===== config.mk =====
export PLATFORM = sky130hd
export DESIGN_NAME = counting_semaphore_fifo_waiters_top
export DESIGN_NICKNAME = d
export VERILOG_FILES = /design/src/csfw_pkg.sv /design/src/csfw_ctrl.sv /design/src/csfw_dp.sv /design/src/counting_semaphore_fifo_waiters_top.sv
export SDC_FILE = /design/constraint.sdc
export NUM_CORES = 1
export LEC_CHECK = 0
export ABC_AREA = 0
export BUFFER_PORTS_ARGS = -buffer_cell sky130_fd_sc_hd__buf_2
export CORE_MARGIN = 1
export CORE_UTILIZATION = 40
export CTS_BUF_LIST = sky130_fd_sc_hd__clkbuf_8
export DETAILED_ROUTE_END_ITERATION = 10
export PLACE_DENSITY_LB_ADDON = 0.05
export SETUP_SLACK_MARGIN = 0.5
export SLEW_MARGIN = 5
export SYNTH_ARGS = -nofsm -noshare
export SYNTH_HDL_FRONTEND = slang
export SYNTH_SLANG_ARGS = --single-unit

===== constraint.sdc =====
create_clock -name clk -period 3.54 [get_ports clk]
set_input_delay 0.177 -clock clk [delete_from_list [all_inputs] [get_ports clk]]
set_output_delay 0.177 -clock clk [all_outputs]
set_load 0.02 [all_outputs]

===== src/csfw_pkg.sv =====
package csfw_pkg;

	localparam int MAX_WAITERS = 16;
	localparam int ID_WIDTH    = 8;
	localparam int IDX_W       = $clog2(MAX_WAITERS);
	localparam int TOTAL_W     = $clog2(MAX_WAITERS + 1);
	localparam int COUNT_W     = 16;

	localparam logic [COUNT_W-1:0] COUNT_MAX = {COUNT_W{1'b1}};
	localparam logic [TOTAL_W-1:0] TOTAL_FULL = TOTAL_W'(MAX_WAITERS);

	typedef enum logic [1:0] {
		MODE_DOWN   = 2'd0,
		MODE_TRY    = 2'd1,
		MODE_CANCEL = 2'd2,
		MODE_UP     = 2'd3
	} mode_t;

	typedef enum logic [3:0] {
		ST_GRANTED     = 4'd0,
		ST_QUEUED      = 4'd1,
		ST_WOULD_BLOCK = 4'd2,
		ST_INVALID     = 4'd3,
		ST_CANCELLED   = 4'd4,
		ST_NOT_FOUND   = 4'd5,
		ST_COUNTED_UP  = 4'd6,
		ST_WOKEN       = 4'd7,
		ST_FULL        = 4'd8
	} status_t;

	typedef struct packed {
		mode_t             mode;
		logic [7:0]        waiter_id;
		logic              timeout_negative;
	} in_item_t;

	typedef struct packed {
		status_t           status;
		logic [7:0]        woken_id;
		logic [COUNT_W-1:0] count_now;
		logic [4:0]        waiters_now;
	} out_item_t;

	typedef enum logic {
		CTL_IDLE = 1'b0,
		CTL_EXEC = 1'b1
	} ctl_state_t;

	typedef struct packed {
		logic capture;
		logic commit;
	} dp_cmd_t;

endpackage


===== src/csfw_ctrl.sv =====
module csfw_ctrl
	import csfw_pkg::*;
(
	input  logic    clk,
	input  logic    arst_n,
	input  logic    in_valid,
	output logic    in_stall,
	output logic    out_valid,
	input  logic    out_stall,
	output dp_cmd_t cmd
);

	ctl_state_t state_q, state_d;
	logic       out_valid_q;

	always_ff @(posedge clk or negedge arst_n) begin
		if (!arst_n) begin
			state_q     <= CTL_IDLE;
			out_valid_q <= 1'b0;
		end else begin
			state_q <= state_d;
			if (cmd.commit) begin
				out_valid_q <= 1'b1;
			end else if (!out_stall) begin
				out_valid_q <= 1'b0;
			end
		end
	end

	always_comb begin
		state_d     = state_q;
		cmd.capture = 1'b0;
		cmd.commit  = 1'b0;
		in_stall    = 1'b1;
		unique case (state_q)
			CTL_IDLE: begin
				in_stall    = 1'b0;
				cmd.capture = in_valid;
				if (in_valid) begin
					state_d = CTL_EXEC;
				end
			end
			CTL_EXEC: begin
				// The item waits here only while the previous result is still held.
				if (!out_valid_q || !out_stall) begin
					cmd.commit = 1'b1;
					state_d    = CTL_IDLE;
				end
			end
			default: state_d = CTL_IDLE;
		endcase
	end

	assign out_valid = out_valid_q;

endmodule


===== src/csfw_dp.sv =====
module csfw_dp
	import csfw_pkg::*;
(
	input  logic               clk,
	input  logic               arst_n,
	input  dp_cmd_t            cmd,
	input  in_item_t           in_item,
	input  logic               cfg_we,
	input  logic [COUNT_W-1:0] cfg_wdata,
	output out_item_t          out_item
);

	in_item_t            item_q;
	out_item_t           out_q;
	logic [COUNT_W-1:0]  count_q, count_d;
	logic [TOTAL_W-1:0]  total_q, total_d;
	logic [ID_WIDTH-1:0] queue_q [MAX_WAITERS];
	logic [ID_WIDTH-1:0] queue_d [MAX_WAITERS];

	logic [ID_WIDTH-1:0]    id;
	logic [MAX_WAITERS-1:0] match, first, shift_mask;
	status_t                status;
	logic [ID_WIDTH-1:0]    woken;

	assign id = item_q.waiter_id[ID_WIDTH-1:0];

	// Every queue cell compares against the identifier; the lowest hit is the oldest.
	always_comb begin
		for (int i = 0; i < MAX_WAITERS; i++) begin
			match[i] = (queue_q[i] == id) && (TOTAL_W'(i) < total_q);
		end
		first = match & (~match + MAX_WAITERS'(1));
	end

	always_comb begin
		count_d    = count_q;
		total_d    = total_q;
		status     = ST_GRANTED;
		woken      = '0;
		shift_mask = '0;
		for (int i = 0; i < MAX_WAITERS; i++) begin
			queue_d[i] = queue_q[i];
		end
		case (item_q.mode)
			MODE_DOWN: begin
				if (count_q != '0) begin
					count_d = count_q - COUNT_W'(1);
				end else if (item_q.timeout_negative) begin
					status = ST_INVALID;
				end else if (total_q == TOTAL_FULL) begin
					status = ST_FULL;
				end else begin
					for (int i = 0; i < MAX_WAITERS; i++) begin
						if (TOTAL_W'(i) == total_q) begin
							queue_d[i] = id;
						end
					end
					total_d = total_q + TOTAL_W'(1);
					status  = ST_QUEUED;
				end
			end
			MODE_TRY: begin
				if (count_q != '0) begin
					count_d = count_q - COUNT_W'(1);
				end else begin
					status = ST_WOULD_BLOCK;
				end
			end
			MODE_CANCEL: begin
				if (match != '0) begin
					// Cells from the hit upwards take their upper neighbour.
					shift_mask = ~(first - MAX_WAITERS'(1));
					total_d    = total_q - TOTAL_W'(1);
					status     = ST_CANCELLED;
				end else begin
					status = ST_NOT_FOUND;
				end
			end
			default: begin
				if (total_q != '0) begin
					woken      = queue_q[0];
					shift_mask = '1;
					total_d    = total_q - TOTAL_W'(1);
					status     = ST_WOKEN;
				end else begin
					if (count_q != COUNT_MAX) begin
						count_d = count_q + COUNT_W'(1);
					end
					status = ST_COUNTED_UP;
				end
			end
		endcase
		for (int i = 0; i < MAX_WAITERS - 1; i++) begin
			if (shift_mask[i]) begin
				queue_d[i] = queue_q[i+1];
			end
		end
	end

	always_ff @(posedge clk or negedge arst_n) begin
		if (!arst_n) begin
			count_q <= '0;
			total_q <= '0;
		end else if (cfg_we) begin
			if (total_q == '0) begin
				count_q <= cfg_wdata;
			end
		end else if (cmd.commit) begin
			count_q <= count_d;
			total_q <= total_d;
		end
	end

	always_ff @(posedge clk) begin
		if (cmd.capture) begin
			item_q <= in_item;
		end
		if (cmd.commit) begin
			for (int i = 0; i < MAX_WAITERS; i++) begin
				queue_q[i] <= queue_d[i];
			end
			out_q.status      <= status;
			out_q.woken_id    <= 8'(woken);
			out_q.count_now   <= count_d;
			out_q.waiters_now <= 5'(total_d);
		end
	end

	assign out_item = out_q;

endmodule


===== src/counting_semaphore_fifo_waiters_top.sv =====
// An accepted item is first captured, then its update is committed and the result registered;
// no new item is taken until that update is committed, as the controller alternates its capture
// and update steps; the update of the waiter cells is held while a result waits.
// Reset (arst_n low) clears the count and the waiter total to zero;
// the contents of the waiter cells are left unset.
module counting_semaphore_fifo_waiters_top
	import csfw_pkg::*;
(
	input  logic               clk,
	input  logic               arst_n,
	input  logic               in_valid,
	output logic               in_stall,
	input  in_item_t           in_item,
	output logic               out_valid,
	input  logic               out_stall,
	output out_item_t          out_item,
	input  logic               cfg_we,
	input  logic [COUNT_W-1:0] cfg_wdata
);

	dp_cmd_t cmd;

	csfw_ctrl u_ctrl (
		.clk       (clk),
		.arst_n    (arst_n),
		.in_valid  (in_valid),
		.in_stall  (in_stall),
		.out_valid (out_valid),
		.out_stall (out_stall),
		.cmd       (cmd)
	);

	csfw_dp u_dp (
		.clk       (clk),
		.arst_n    (arst_n),
		.cmd       (cmd),
		.in_item   (in_item),
		.cfg_we    (cfg_we),
		.cfg_wdata (cfg_wdata),
		.out_item  (out_item)
	);

	a_busy_after_accept: assert property (@(posedge clk) disable iff (!arst_n)
		in_valid && !in_stall |=> in_stall)
		else $error("item accepted while the previous one is still in work");

	a_count_or_waiters: assert property (@(posedge clk) disable iff (!arst_n)
		out_valid |-> (out_item.count_now == '0) || (out_item.waiters_now == '0))
		else $error("positive count reported with waiters queued");

	a_waiters_bound: assert property (@(posedge clk) disable iff (!arst_n)
		out_valid |-> out_item.waiters_now <= 5'(MAX_WAITERS))
		else $error("waiter total beyond queue depth");

	a_woken_id_zero: assert property (@(posedge clk) disable iff (!arst_n)
		out_valid && (out_item.status != ST_WOKEN) |-> out_item.woken_id == '0)
		else $error("woken identifier set without a wake-up");

endmodule


---- Yosys cells after proc, flatten, opt, wreduce, memory -nomap -nowiden ----
Memory sizes are Yosys's and may differ from the RTL's.
Index checks and enable logic that the tools add are counted.
storage, ports and cells
  register bits after elaboration ......... 67
  latch bits .............................. 0
  memory bits (writable) .................. 128
  bits in read-only memories .............. 0
  word-level logic and storage cells ...... 175
  memories ................................ 1
cells by class
  add/sub/neg operators ................... 6
  multipliers ............................. 0
  divide/modulo/power cells ............... 0
  $lt $le $gt $ge ......................... 16
  equality and inequality tests ........... 37
  shifts and indexed selects .............. 0
  multiplexer cells ....................... 69
  bitwise operators ....................... 6
  reduce and logical (&&, ||, !) cells .... 29
memory list
  memory        depth  bits a word  read ports  clocked after Yosys merged registers in  write ports  line           RTL
  u_dp.queue_q  16     8            16          0                                        16           csfw_dp.sv:17  logic [ID_WIDTH-1:0] queue_q [MAX_WAITERS];
operator list
  operator                 number
  $mux W128                4
  $mux W8                  31
  $eq A8 B8 Y1             16
  $mux W16                 6
  $eq A4 B5 Y1 const A     8
  $lt A4 B5 Y1 const A     8
  $pmux W16 S2             1
  $reduce_bool A16 Y1      2
  $mux W15                 2
  $not A15 Y15             2
  $pmux W15 S2             1
  $mux W5                  5
  $eq A3 B5 Y1 const A     4
  $lt A3 B5 Y1 const A     4
  $add A16 B1 Y16 const B  1
  $logic_and A1 B1 Y1      16
  $ne A16 B16 Y1 const B   1
  $sub A16 B1 Y16 const B  1
  $add A15 B1 Y15 const B  1
  $and A15 B15 Y15         1
  $pmux W5 S3              1
  $sub A15 B1 Y15 const B  1
  $mux W1                  12
  $mux W4                  3
  other kinds (23)         31

---- Longest topological paths before layout ----
Gate-level depths: netlist of run 1.
An unclocked memory read counts as a cell.
  word-level depth ........................ 11
  gate-level depth with buffers ........... 12
  gate-level depth less buffers ........... 10

---- By module ----
From an unflattened synthesis of run 1, not the netlist that was laid out.
unflattened totals
  cells, all modules ...................... 935
  area total of the unflattened synthesis .. 10692.8 um^2
by module, submodules not included
  module     times used  cells an instance  area an instance (um^2)
  csfw_dp    1           929                10608.9
  csfw_ctrl  1           6                  83.8

---- Least setup slack after synthesis of run 1 ----
Ideal clock, no wire load.
  path type ............................... register -> register
  start ................................... register, netlist name u_dp.count_q[4]
  end ..................................... memory u_dp.queue_q[8][0], enable pin
  setup time .............................. 375 ps
  arrival ................................. 2879 ps
  data required time ...................... 3165 ps
  path slack .............................. 286 ps
  cell stages (with the launch flop) ...... 9
  buffers on the path ..................... 1
  clock period less this slack ............ 3254 ps
  path through ............................ dfrtp_1 buf_6 or3_4 or3_4 or3_4 or3_4 nor4_1 nand2_1 a21oi_1
RTL lines
  item       line
  to (decl)  csfw_dp.sv:17

---- Final worst setup path of run 1 ----
  start ................................... register u_dp.count_q[2]
  end ..................................... register u_dp.out_q (netlist bit u_dp.out_item[1]) (data pin)
between the ends
  longest elaborated chain between the ends .. 3
RTL lines
  item                    line            RTL
  from (decl)             csfw_dp.sv:15   logic [COUNT_W-1:0] count_q, count_d;
  from (signal assigned)  csfw_dp.sv:106  count_q <= cfg_wdata;
  from (signal assigned)  csfw_dp.sv:109  count_q <= count_d;
  $reduce_bool A16 Y1     csfw_dp.sv:46   if (count_q != '0) begin
  $mux W5                 csfw_dp.sv:46
  $pmux W5 S3             csfw_dp.sv:44   case (item_q.mode)
  net u_dp.total_d[1]     csfw_dp.sv:16   logic [TOTAL_W-1:0] total_q, total_d;
  to (decl)               csfw_dp.sv:14   out_item_t out_q;
The timed path passes the listed nets, and every way through them passes these cells.
A chain may end at the register's enable or synchronous reset.

==> results of run 1 <==
-- repair_timing --
item | 4_1_cts | 5_1_grt
endpoints found under the hold margin | 47 | 0
hold buffers | 25 | 0
pin swaps | 2 | 6
buffers inserted | 4 | 16
resized for setup | 16 | 55
setup endpoints to repair | 132 | 202
gates cloned | 0 | 3
-- synth_stat cells, drive strengths merged (3+ instances only) --
master,n,area [um2]
and3,7,45.05
nand2,143,536.8
clkbuf,46,181.4
o22ai,3,18.77
and2,19,118.9
mux2,34,382.9
nor2b,8,57.55
and4,3,26.28
a21oi,50,250.2
inv,19,71.32
o31a,3,26.28
o22a,4,35.03
nor3b,4,41.29
nor3,23,115.1
or2,5,31.28
a31oi,15,100.1
xor2,86,753.2
mux2i,7,70.07
o311ai,5,43.79
o211ai,9,67.56
or3,10,82.58
nand4,17,106.4
o21ai,132,698.2
o221ai,3,26.28
edfxtp,172,5165
xnor2,49,429.2
nand3,36,180.2
o31ai,3,22.52
dfrtp,23,575.6
a21o,5,37.54
nand2b,4,25.02
nor4,30,187.7
o21a,6,45.04
ha,12,150.1
a22oi,6,45.04
o221a,3,33.78
nor2,55,206.5
buf,30,192.7
-- per-layer routing --
layer,global-route usage,up-vias
li1,-,4322
met1,0.3565,4519
met2,0.3968,327
met3,0.02730,42
met4,0.06855,0
met5,0,-
-- cell type report --
class,count,area share
Sequential cell,195,0.4209
Clock inverter,14,0.01000
Tap cell,378,0.03468
Timing Repair Buffer,197,0.1095
Inverter,19,0.005229
Multi-Input combinational cell,819,0.4015
Clock buffer,18,0.01817
-- metrics by stage --
stage / cells / total power [W]
finish: 1640 / 0.008401
global route: 1640 / 0.008838
CTS: 1621 / 0.008265
detailed placement: 1560 / 0.006705
global placement: 1560 / 0.006700
floorplan: 1109 / 0.005519
-- power groups by stage --
stage | Sequential (W) | Clock (W) | Combinational (W)
3_3_place_gp | 0.00345 | 0 | 0.00325
5_1_grt | 0.00346 | 0.00159 | 0.00379
6_report | 0.00340 | 0.00149 | 0.00351
3_5_place_dp | 0.00345 | 0 | 0.00325
2_1_floorplan | 0.00358 | 0 | 0.00194
4_1_cts | 0.00340 | 0.00153 | 0.00333
-- critical path, cell delays in order (launching register included) --
cell and delay, ns:
dfrtp_1 0.39, or3_4 0.39, or3_4 0.36, or3_4 0.40, buf_4 0.15, nor3b_2 0.29
mux2_2 0.37, nand2_1 0.08, o21ai_0 0.09, o31a_1 0.26
-- registers in the layout (all words and copies together), names as in the netlist --
name,flops
u_dp.item_q,3
u_ctrl.out_valid,1
u_dp.out_item,33
u_dp.total_q,5
u_dp.id,8
u_dp.count_q,16
u_ctrl.state_q,1
u_dp.queue_q,128
-- cells by family after synthesis --
family | share of synthesized area
AND/OR/NAND/NOR | 0.1608
AO/OA/AOI/OAI | 0.1385
flip-flops | 0.5046
XOR/XNOR | 0.1039
buffers and inverters | 0.03915
multiplexers | 0.03982
adder cells (fa/ha/maj) | 0.01320
-- worst max-delay path by stage --
stage,endpoint,slack [ns],start,depth (start not counted)
after floorplan,u_dp.queue_q[8][0],0.45,u_dp.count_q[4],8
after detailed placement,u_dp.queue_q[1][0],0.33,u_dp.count_q[2],8
after global routing,u_dp.total_q[2],0.39,u_dp.total_q[0],11
final,u_dp.out_item[1],0.53,u_dp.count_q[2],9
after global placement,u_dp.queue_q[9][1],0.37,u_dp.count_q[2],8
after CTS,u_dp.queue_q[14][3],0.45,u_dp.count_q[2],8
==> impl_results.md, run 1 <==
* Status: finished clean
* DR WL/cell at 21.72 um
* Hold_sp: cfg_wdata[2]
* Vias at 9210
* Worst setup SP type: flop
* Final ANT Viol Nets at 0
* Hold_ws at 0.03242 ns
* Design Area, Final at 0.01364 mm2
* Die area at 0.02912 mm2
* WHS Endpoint: u_dp.count_q[2]
* Final nets at 1293
* Routability Congestion at 0.8950
* Worst vdd ir at 0.3143 mV
* Setup-failing EPs final at 0
* Register share of total power at 0.405
* Initial Util at 0.4084
* Placed instance area at 0.01251 mm2
* Syn Std Cell Area at 0.01138 mm2
* M1 WL at 16550 um
* Setup TNS at 0 ns
* Ant diodes at 0
* Layout Utilization at 0.4896
* Worst-path clk slew at 0.11 ns
* Worst min-delay path class: in -> reg
* FF-to-FF Start: u_dp.count_q[2]
* Number of global-route vias before repair at 8773
* Ys flop type: edfxtp_1
* Clock root buffer: clkbuf_8
* Net switching power at 0.003456 W
* Post-synth EDFFs at 172
* Met2 wire length at 16320 um
* Clk_lat worst skew at 0.49 ns
* Io pins at 67
* CTS tree: yes
* Most frequent cells in the layout: edfxtp_1, nand2_1, o21ai_0, buf_4, xor2_1
* Max-capacitance violation count at 0
* Top sig layer: met4
* Fin. max-slew vios at 0
* Port-buffer cells at 66
* CP arrival at 3.25 ns
* Slack of the critical path at 0.5303 ns
* Reg area at 0.005741 mm2
* Die span in x at 170.6 um
* Syn_nets at 1153
* Initial antenna violation count at 0
* Multi-input gate area at 0.005475 mm2
* Post-Syn Instances at 1109
* Via density per instance at 5.616
* Reg2Reg Setup Slack at 0.53 ns
* PD cells at 616.0 mW/mm2
* First-pass GRT wire length at 53540 um
* Place WS at 0.3347 ns
* Logic gate share of total power at 0.417
* Layout cells sized above 1 at 0.2512
* R2R Path End: u_dp.out_item[1]
* Num CTS Buffers at 17
* #FFs+latches synth at 195
* Hold Vio Cnt, Final at 0
* Fin crit period at 3.010 ns
* RSZ-0062 raised after global routing: true
* Total Routing Usage GR at 0.2488
* Max Clk Rate at 332.3 MHz
* Crit path kind: reg -> reg
* CTS Sinks at 195
* Metal3 WL at 2155 um
* Htree depth at 4
* Fraction of registers with async set/reset at 0.1179
* Syn_area_per_cell at 10.26 um2
* Commonest non-fill, non-tap cell in the layout: edfxtp_1
* Switching Share at 0.4114
* Clock power share at 0.177
* Slew margin rel. at 0.2365
* GR Overflow Total at 0
* # DRC at 0
* Crit. End Element: flop
* Worst-case reg-to-reg path depth at 9
* DR iter-0 viols at 863
* TritonRoute pass-1 iters at 5
* Library cells used by synthesis at 65
* Post-Route WL at 35620 um
* Synth warn at 0
* Slew @ Worst Pin at 1.136 ns
* Clock Path Buffers at 2
* Worst Skew at 0.01908 ns
* DPL Wire Length at 24830 um
* Core area at 0.02786 mm2
* P_leak at 4.965 nW
* Crit Path Max Fanout at 4
* Hold Crit Depth at 4
* Rows at 61
* Die Height at 170.6 um
* Required @ worst endpoint at 3.78 ns
* Area Growth Syn to Fin at 19.89%
* Fillers at 2594
* Largest net degree at the start of global routing at 24
* Int Pwr at 0.004945 W
* Fin crit share at 0.8502
* Sequential-to-total area share from yosys stat at 0.5046
Note: power is estimated with default switching activity, not from simulation.
==> run 2, diff against run 1 <==
--- a/config.mk
+++ b/config.mk
@@ -11,7 +11,7 @@
 export CORE_UTILIZATION = 40
 export CTS_BUF_LIST = sky130_fd_sc_hd__clkbuf_8
 export DETAILED_ROUTE_END_ITERATION = 10
-export PLACE_DENSITY_LB_ADDON = 0.05
+export PLACE_DENSITY = 0.53
 export SETUP_SLACK_MARGIN = 0.5
 export SLEW_MARGIN = 5
 export SYNTH_ARGS = -nofsm -noshare
==> run 2 against run 1 <==
Effect of this change: final cell count fell by 1.5%; first-iteration DRC count decreased by 7.6%; worst hold slack worse by 0.016 ns; routed wire length shrank 4.9%; clock skew about the same; via count decreased by 2.2%; clock-buffer cell count decreased by 1; maximum frequency is 0.35% lower; global-route usage decreased by 0.71 points; critical path type unchanged.
==> impl_results.md, run 2 (same netlist as run 1, synthesis figures left out) <==
* Net switching power at 0.003376 W (-2.3%)
* Hold Crit Depth at 3 (-1)
* Max Clk Rate at 331.1 MHz (-0.35%)
* First-pass GRT wire length at 52360 um (-2.2%)
* WHS Endpoint: u_dp.count_q[4]
* Slack of the critical path at 0.5197 ns (-0.01066 ns)
* Io pins at 67 (unchanged)
* Final ANT Viol Nets at 0 (unchanged)
* Max-capacitance violation count at 0 (unchanged)
* DR WL/cell at 20.97 um (-3.5%)
* Largest net degree at the start of global routing at 36 (+50%)
* Logic gate share of total power at 0.412 (-0.005)
* Switching Share at 0.4078 (-0.003627)
* Crit-path cells: or3_4, or3_4, or3_4, or3_4, nor2b_4, nand2_2, buf_12, o21ai_0
* Max incr delay on CP at 0.44 ns (+0.04 ns)
* CTS tree: yes
* Worst-case reg-to-reg path depth at 8 (-1)
* Worst vdd ir at 0.2375 mV (-24%)
* Crit Path Max Fanout at 9 (+5)
* FF-to-FF Start: u_dp.count_q[2]
* Total Routing Usage GR at 0.2417 (-0.007069)
* Port-buffer cells at 66 (unchanged)
* CP arrival at 3.31 ns (+0.06 ns)
* Biggest register: u_dp.queue_q
* Hold Vio Cnt, Final at 0 (unchanged)
* Register share of total power at 0.414 (+0.009)
* Clock power share at 0.173 (-0.004)
* CTS Sinks at 195 (unchanged)
* Area Growth Syn to Fin at 18.94%
* PD cells at 611.8 mW/mm2 (-0.68%)
* Worst min-delay path class: in -> reg
* Initial antenna violation count at 0 (unchanged)
* Final Non-Filler Cells at 1615 (-1.5%)
* Most frequent cells in the layout: edfxtp_1, nand2_1, o21ai_0, xor2_1
* DR iter-0 viols at 797 (-7.6%)
* Slew margin rel. at 0.2130 (-0.02352)
* # DRC at 0 (unchanged)
* Most common cell on crit path: or3_4
* Initial Util at 0.4084 (unchanged)
* Setup TNS at 0 ns (unchanged)
* Number of global-route vias before repair at 8913 (+1.6%)
* Routability Congestion at 0.9123 (+1.9%)
* Slew @ Worst Pin at 1.171 ns (+0.03501 ns)
* Fin crit share at 0.8532 (+0.003011)
* TritonRoute pass-1 iters at 7 (+2)
* Die area at 0.02912 mm2 (unchanged)
* DPL Wire Length at 24220 um (-2.5%)
* Num CTS Buffers at 17 (unchanged)
* Crit path kind: reg -> reg
* Hold_ws at 0.01621 ns (-0.01621 ns)
* Die span in x at 170.6 um (unchanged)
* Required @ worst endpoint at 3.83 ns (+0.05 ns)
* P_leak at 4.877 nW (-1.8%)
* Core area at 0.02786 mm2 (unchanged)
* RSZ-0062 raised after global routing: true
* Worst-path clk slew at 0.11 ns (about the same)
* Die Height at 170.6 um (unchanged)
* Htree depth at 4 (unchanged)
* Rows at 61 (unchanged)
* GR Overflow Total at 0 (unchanged)
* Reg2Reg Setup Slack at 0.52 ns (about the same)
* Worst Skew at 0.01911 ns (+0.00003360 ns)
* Commonest non-fill, non-tap cell in the layout: edfxtp_1
* Worst setup SP type: flop
* DP Cell Count at 1550 (-0.64%)
* Total Power at 0.008278 W (-1.5%)
* Fin crit period at 3.020 ns (+0.01066 ns)
* Ant diodes at 0 (unchanged)
* Fillers at 2584 (-0.39%)
* R2R Path End: u_dp.queue_q[5][1]
* Layout cells sized above 1 at 0.2401 (-0.01109)
* Hold_sp: cfg_wdata[4]
* Via density per instance at 5.578 (-0.67%)
* Biggest regs: u_dp.queue_q (128), u_dp.out_item (33), u_dp.count_q (16)
* Clk_lat worst skew at 0.49 ns (about the same)
* Final nets at 1268 (-1.9%)
* Place WS at 0.3053 ns (-0.02937 ns)
* Clock Path Buffers at 2 (unchanged)
* Setup-failing EPs final at 0 (unchanged)
* Int Pwr at 0.004902 W (-0.85%)
* Largest register FFs at 128 (unchanged)
* Post-Route WL at 33860 um (-4.9%)
* Fin. max-slew vios at 0 (unchanged)
* Clock root buffer: clkbuf_8
* Crit. End Element: flop
* Slowest cell on the critical path: or3_4
* Vias at 9009 (-2.2%)
* Status: finished clean
==> run 2: cell type report <==
class | instances | area, um2 | area share
multi-input cells | 820 | 5524 | 0.4083
inverters | 19 | 71.32 | 0.005271
clock inverters | 15 | 143.9 | 0.01063
repair buffers | 171 | 1340 | 0.09904
clock buffers | 17 | 234.0 | 0.01729
well taps | 378 | 473.0 | 0.03495
flip-flops and latches | 195 | 5744 | 0.4245
==> run 2: routing by layer <==
layer	up-vias	track usage	wire length, um
met3	36	0.03377	1649
li1	4262	-	-
met5	-	0	0
met2	294	0.3980	15990
met4	0	0.06502	552
met1	4417	0.3321	15670
==> run 2: repair_timing <==
action / 4_1_cts / 5_1_grt
hold endpoints to repair: 46 / 0
setup endpoints to repair: 177 / 241
gates cloned: 1 / 0
gates resized for setup: 19 / 52
hold buffers: 24 / 0
pin swaps: 6 / 10
setup buffers: 5 / 3
==> run 2: critical path, delay by kind of cell, from the launching register on <==
kind	cells	cell delay, ns
compound gates	1	0.26
flops	1	0.39
simple gates	6	1.99
buf+inv	1	0.17
==> run 2: worst max-delay path by stage <==
stage                          end            start
6_report        u_dp.queue_q[5][1]  u_dp.count_q[2]
4_1_cts           u_dp.out_item[1]  u_dp.count_q[2]
2_1_floorplan   u_dp.queue_q[8][0]  u_dp.count_q[4]
3_5_place_dp    u_dp.queue_q[4][3]  u_dp.count_q[2]
5_1_grt         u_dp.queue_q[9][3]  u_dp.count_q[0]
3_3_place_gp   u_dp.queue_q[14][0]       u_dp.id[4]
==> run 2: through the flow <==
stage	util	cell area, um2
after floorplan	-	11420
after global placement	0.4487	12500
after detailed placement	0.4487	12500
after CTS	0.4774	13300
after global routing	0.4857	13530
final	0.4857	13530
==> run 2: power groups by stage <==
stage	Combinational [W]	Clock [W]	Sequential, W
finish	0.00341	0.00144	0.00343
global route	0.00371	0.00155	0.00348
CTS	0.00331	0.00147	0.00341
detailed placement	0.00321	0	0.00345
global placement	0.00320	0	0.00346
floorplan	0.00194	0	0.00358
==> run 3, diff against run 2 <==
--- a/config.mk
+++ b/config.mk
@@ -5,7 +5,7 @@
 export SDC_FILE = /design/constraint.sdc
 export NUM_CORES = 1
 export LEC_CHECK = 0
-export ABC_AREA = 0
+export ABC_AREA = 1
 export BUFFER_PORTS_ARGS = -buffer_cell sky130_fd_sc_hd__buf_2
 export CORE_MARGIN = 1
 export CORE_UTILIZATION = 40
==> run 3 against run 2 <==
Effect of this change: maximum frequency increased by 2.6%; sequential power is 5% higher; via count grew 19%; clock-buffer cell count stayed put; register-to-register slack better by 0.08 ns; non-clock buffer count shrank 20; global-route usage is 2.0 points higher; clock skew decreased by 0.0014 ns; synthesized area up 9.9%; critical path type unchanged; highest routed layer unchanged.
==> impl_results.md, run 3 <==
* Status: finished clean
* Vias at 10740 (+19%)
* Setup TNS at 0 ns (unchanged)
* Largest register FFs at 128 (unchanged)
* Crit. End Element: flop
* Port-buffer cells at 66 (unchanged)
* P_leak at 6.129 nW (+26%)
* Synth area leaders: edfxtp_1, nand2_1, inv_1
* Critical path launch point: u_dp.total_q[0]
* Worst-case reg-to-reg path depth at 15 (+7)
* Final Non-Filler Cells at 2075 (+28%)
* Setup-failing EPs final at 0 (unchanged)
* Initial antenna violation count at 0 (unchanged)
* # DRC at 0 (unchanged)
* Slew @ Worst Pin at 0.9578 ns (-0.2137 ns)
* CTS tree: yes
* RSZ-0062 raised after global routing: true
* Post-Syn Instances at 1561 (+41%)
* Biggest register: u_dp.queue_q
* Layout cells sized above 1 at 0.1805 (-0.05963)
* DR WL/cell at 19.31 um (-7.9%)
* Core area at 0.03067 mm2 (+10%)
* Worst-path clk slew at 0.10 ns (about the same)
* Die area at 0.03196 mm2 (+9.8%)
* Total Power at 0.009293 W (+12%)
* Grt met1 use at 0.3904 (+0.05827)
* Initial Util at 0.4076 (-0.0007984)
* PD cells at 657.7 mW/mm2 (+7.5%)
* Ant diodes at 0 (unchanged)
* Largest net degree at the start of global routing at 35 (-2.8%)
* Max-capacitance violation count at 0 (unchanged)
* Syn_area_per_cell at 8.007 um2 (-22%)
* Final nets at 1710 (+35%)
* Worst setup SP type: flop
* Met3 Resource Use GR at 0.05640 (+0.02263)
* Worst vdd ir at 0.3928 mV (+65%)
* Library cells used by synthesis at 49 (-25%)
* Via density per instance at 5.173 (-7.3%)
* Syn Std Cell Area at 0.01250 mm2 (+9.9%)
* TritonRoute pass-1 iters at 8 (+1)
* Die span in x at 178.8 um (+4.8%)
* Area Growth Syn to Fin at 13.03%
* Routability Congestion at 0.9222 (+1.1%)
* GR Overflow Total at 0 (unchanged)
* Final ANT Viol Nets at 0 (unchanged)
* Htree depth at 4 (unchanged)
* Required @ worst endpoint at 3.81 ns (-0.02 ns)
* #FFs+latches synth at 195 (unchanged)
* CP arrival at 3.21 ns (-0.10 ns)
* Gr busiest metal: met1
* Yosys top cell area share at 0.4132 (-0.04081)
* Commonest non-fill, non-tap cell in the layout: nand2_1
* Fin. max-slew vios at 0 (unchanged)
* List of most frequent post-synthesis cells: nand2_1, edfxtp_1, inv_1, nor2_1, o21ai_0
* Most frequent cells in the layout: nand2_1, edfxtp_1, inv_1, nor2_1, o21ai_0
* Hold Vio Cnt, Final at 0 (unchanged)
* Post-synth EDFFs at 172 (unchanged)
* Number of global-route vias before repair at 9942 (+12%)
* Rows at 64 (+4.9%)
* Clock Path Buffers at 2 (unchanged)
* First-pass GRT wire length at 60670 um (+16%)
* Ys flop type: edfxtp_1
* Biggest regs: u_dp.queue_q (128), u_dp.out_item (33), u_dp.count_q (16)
* Syn_nets at 1605 (+39%)
* Die Height at 178.8 um (+4.8%)
* Fraction of registers with async set/reset at 0.1179 (unchanged)
* Sequential-to-total area share from yosys stat at 0.4593 (-0.04536)
* Slew margin rel. at 0.3591 (+0.1461)
* Crit path kind: reg -> reg
* CTS Sinks at 195 (unchanged)
* Synth warn at 0 (unchanged)
* Clk_lat worst skew at 0.52 ns (+0.03 ns)
* Fillers at 3028 (+17%)
* Top cell type by total area after synthesis: edfxtp_1
* DPL Wire Length at 28700 um (+19%)
* Num CTS Buffers at 17 (unchanged)
* Reg2Reg Setup Slack at 0.60 ns (+0.08 ns)
* Met2 global-route usage at 0.3810 (-0.01707)
* Hold_sp: cfg_wdata[14]
* Fin crit period at 2.944 ns (-0.07620 ns)
* Worst Skew at 0.01770 ns (-0.001415 ns)
* DR iter-0 viols at 957 (+20%)
* Clock root buffer: clkbuf_8
* Io pins at 67 (unchanged)
* R2R Path End: u_dp.queue_q[7][6]
* CP endpoint: u_dp.queue_q[7][6]
* FF-to-FF Start: u_dp.total_q[0]
* Most frequent cell after synthesis: nand2_1
* Layout Utilization at 0.4607 (-0.02502)
* DP Cell Count at 1995 (+29%)
* Worst min-delay path class: in -> reg
* Post-Route WL at 40070 um (+18%)
* Fin crit share at 0.8317 (-0.02153)
* Hold_ws at 0.02152 ns (+0.005314 ns)
* Total Routing Usage GR at 0.2620 (+0.02036)
* Max Clk Rate at 339.7 MHz (+2.6%)
* Crit Path Max Fanout at 17 (+8)
-- run 3: cell types whose count changed after synthesis, moves of 20 or more --
| cell | previous run | this run |
|---|---|---|
| nor2_1 | 55 | 138 |
| nor4_1 | 30 | 7 |
| nand3_1 | 36 | 69 |
| nand2_1 | 143 | 487 |
| inv_2 | 0 | 20 |
| clkbuf_1 | 39 | 14 |
| o21ai_1 | 4 | 65 |
| mux2_2 | 34 | 0 |
| nand2_2 | 0 | 25 |
| inv_1 | 19 | 159 |
| a21oi_1 | 50 | 21 |
| o21ai_2 | 10 | 33 |
| o21ai_0 | 118 | 81 |
| xor2_1 | 86 | 33 |
-- run 3: logic make-up after synthesis --
family	Yosys count	synth area share
adders and majority gates	12	0.01201
and+or+nand+nor	809	0.2800
buffers and inverters	247	0.09079
DFF	195	0.4593
AOI/OAI and AO/OA	229	0.1096
xor gates and xnor gates	69	0.04835
-- run 3: layout make-up --
type	instances	area (um2)	share of cell area
Tap cell	396	495.5	0.03507
Sequential cell	195	5743	0.4065
Inverter	182	696.9	0.04933
Multi-Input combinational cell	1119	5727	0.4053
Clock buffer	17	234.0	0.01656
Clock inverter	15	147.6	0.01045
Timing Repair Buffer	151	1085	0.07678
-- run 3: worst min-delay path by stage --
stage	endpoint	cells after the start	slack, ns
finish	u_dp.count_q[14]	3	0.02
global route	u_dp.count_q[12]	3	0.04
CTS	u_dp.count_q[14]	3	0.01
detailed placement	u_dp.count_q[10]	1	0.24
global placement	u_dp.count_q[11]	1	0.24
floorplan	u_ctrl.out_valid	0	-0.12
-- run 3: repair_timing --
item                       CTS  global route
setup endpoints to repair  111           172
hold buffers                27             0
pin swaps                    2             4
hold endpoints to repair    49             0
buffers inserted             8            13
gates resized for setup     12            35
-- run 3: routing by layer --
metal / share of wire / vias to the layer above / wire length, um
met5: 0 / - / 0
li1: - / 5292 / -
met1: 0.48 / 5048 / 19200
met3: 0.080 / 38 / 3190
met2: 0.43 / 357 / 17120
met4: 0.014 / 0 / 566
-- run 3: critical path, cell delays in order (launching register included) --
cell	delay [ns]
dfrtp_1	0.46
buf_4	0.19
inv_2	0.14
ha_1	0.21
inv_1	0.09
nor2_1	0.09
inv_1	0.12
nor2_4	0.24
buf_4	0.16
nor2_4	0.05
inv_1	0.07
buf_6	0.25
nand2_1	0.09
buf_4	0.19
o21ai_0	0.20
inv_2	0.13
-- run 3: power by group --
part           total [W]  internal, W  switching (W)
sequential       0.00361      0.00316       0.000448
clock            0.00144     0.000519       0.000917
combinational    0.00425      0.00133        0.00292
total            0.00929      0.00501        0.00429
-- run 3: stage by stage --
step / setup WS (ns) / instance area (um2)
after floorplan: 0.8944 / 12500
after global routing: 0.4355 / 14130
after detailed placement: 0.2736 / 13180
after global placement: 0.1546 / 13180
final: 0.5959 / 14130
after CTS: 0.4719 / 13910
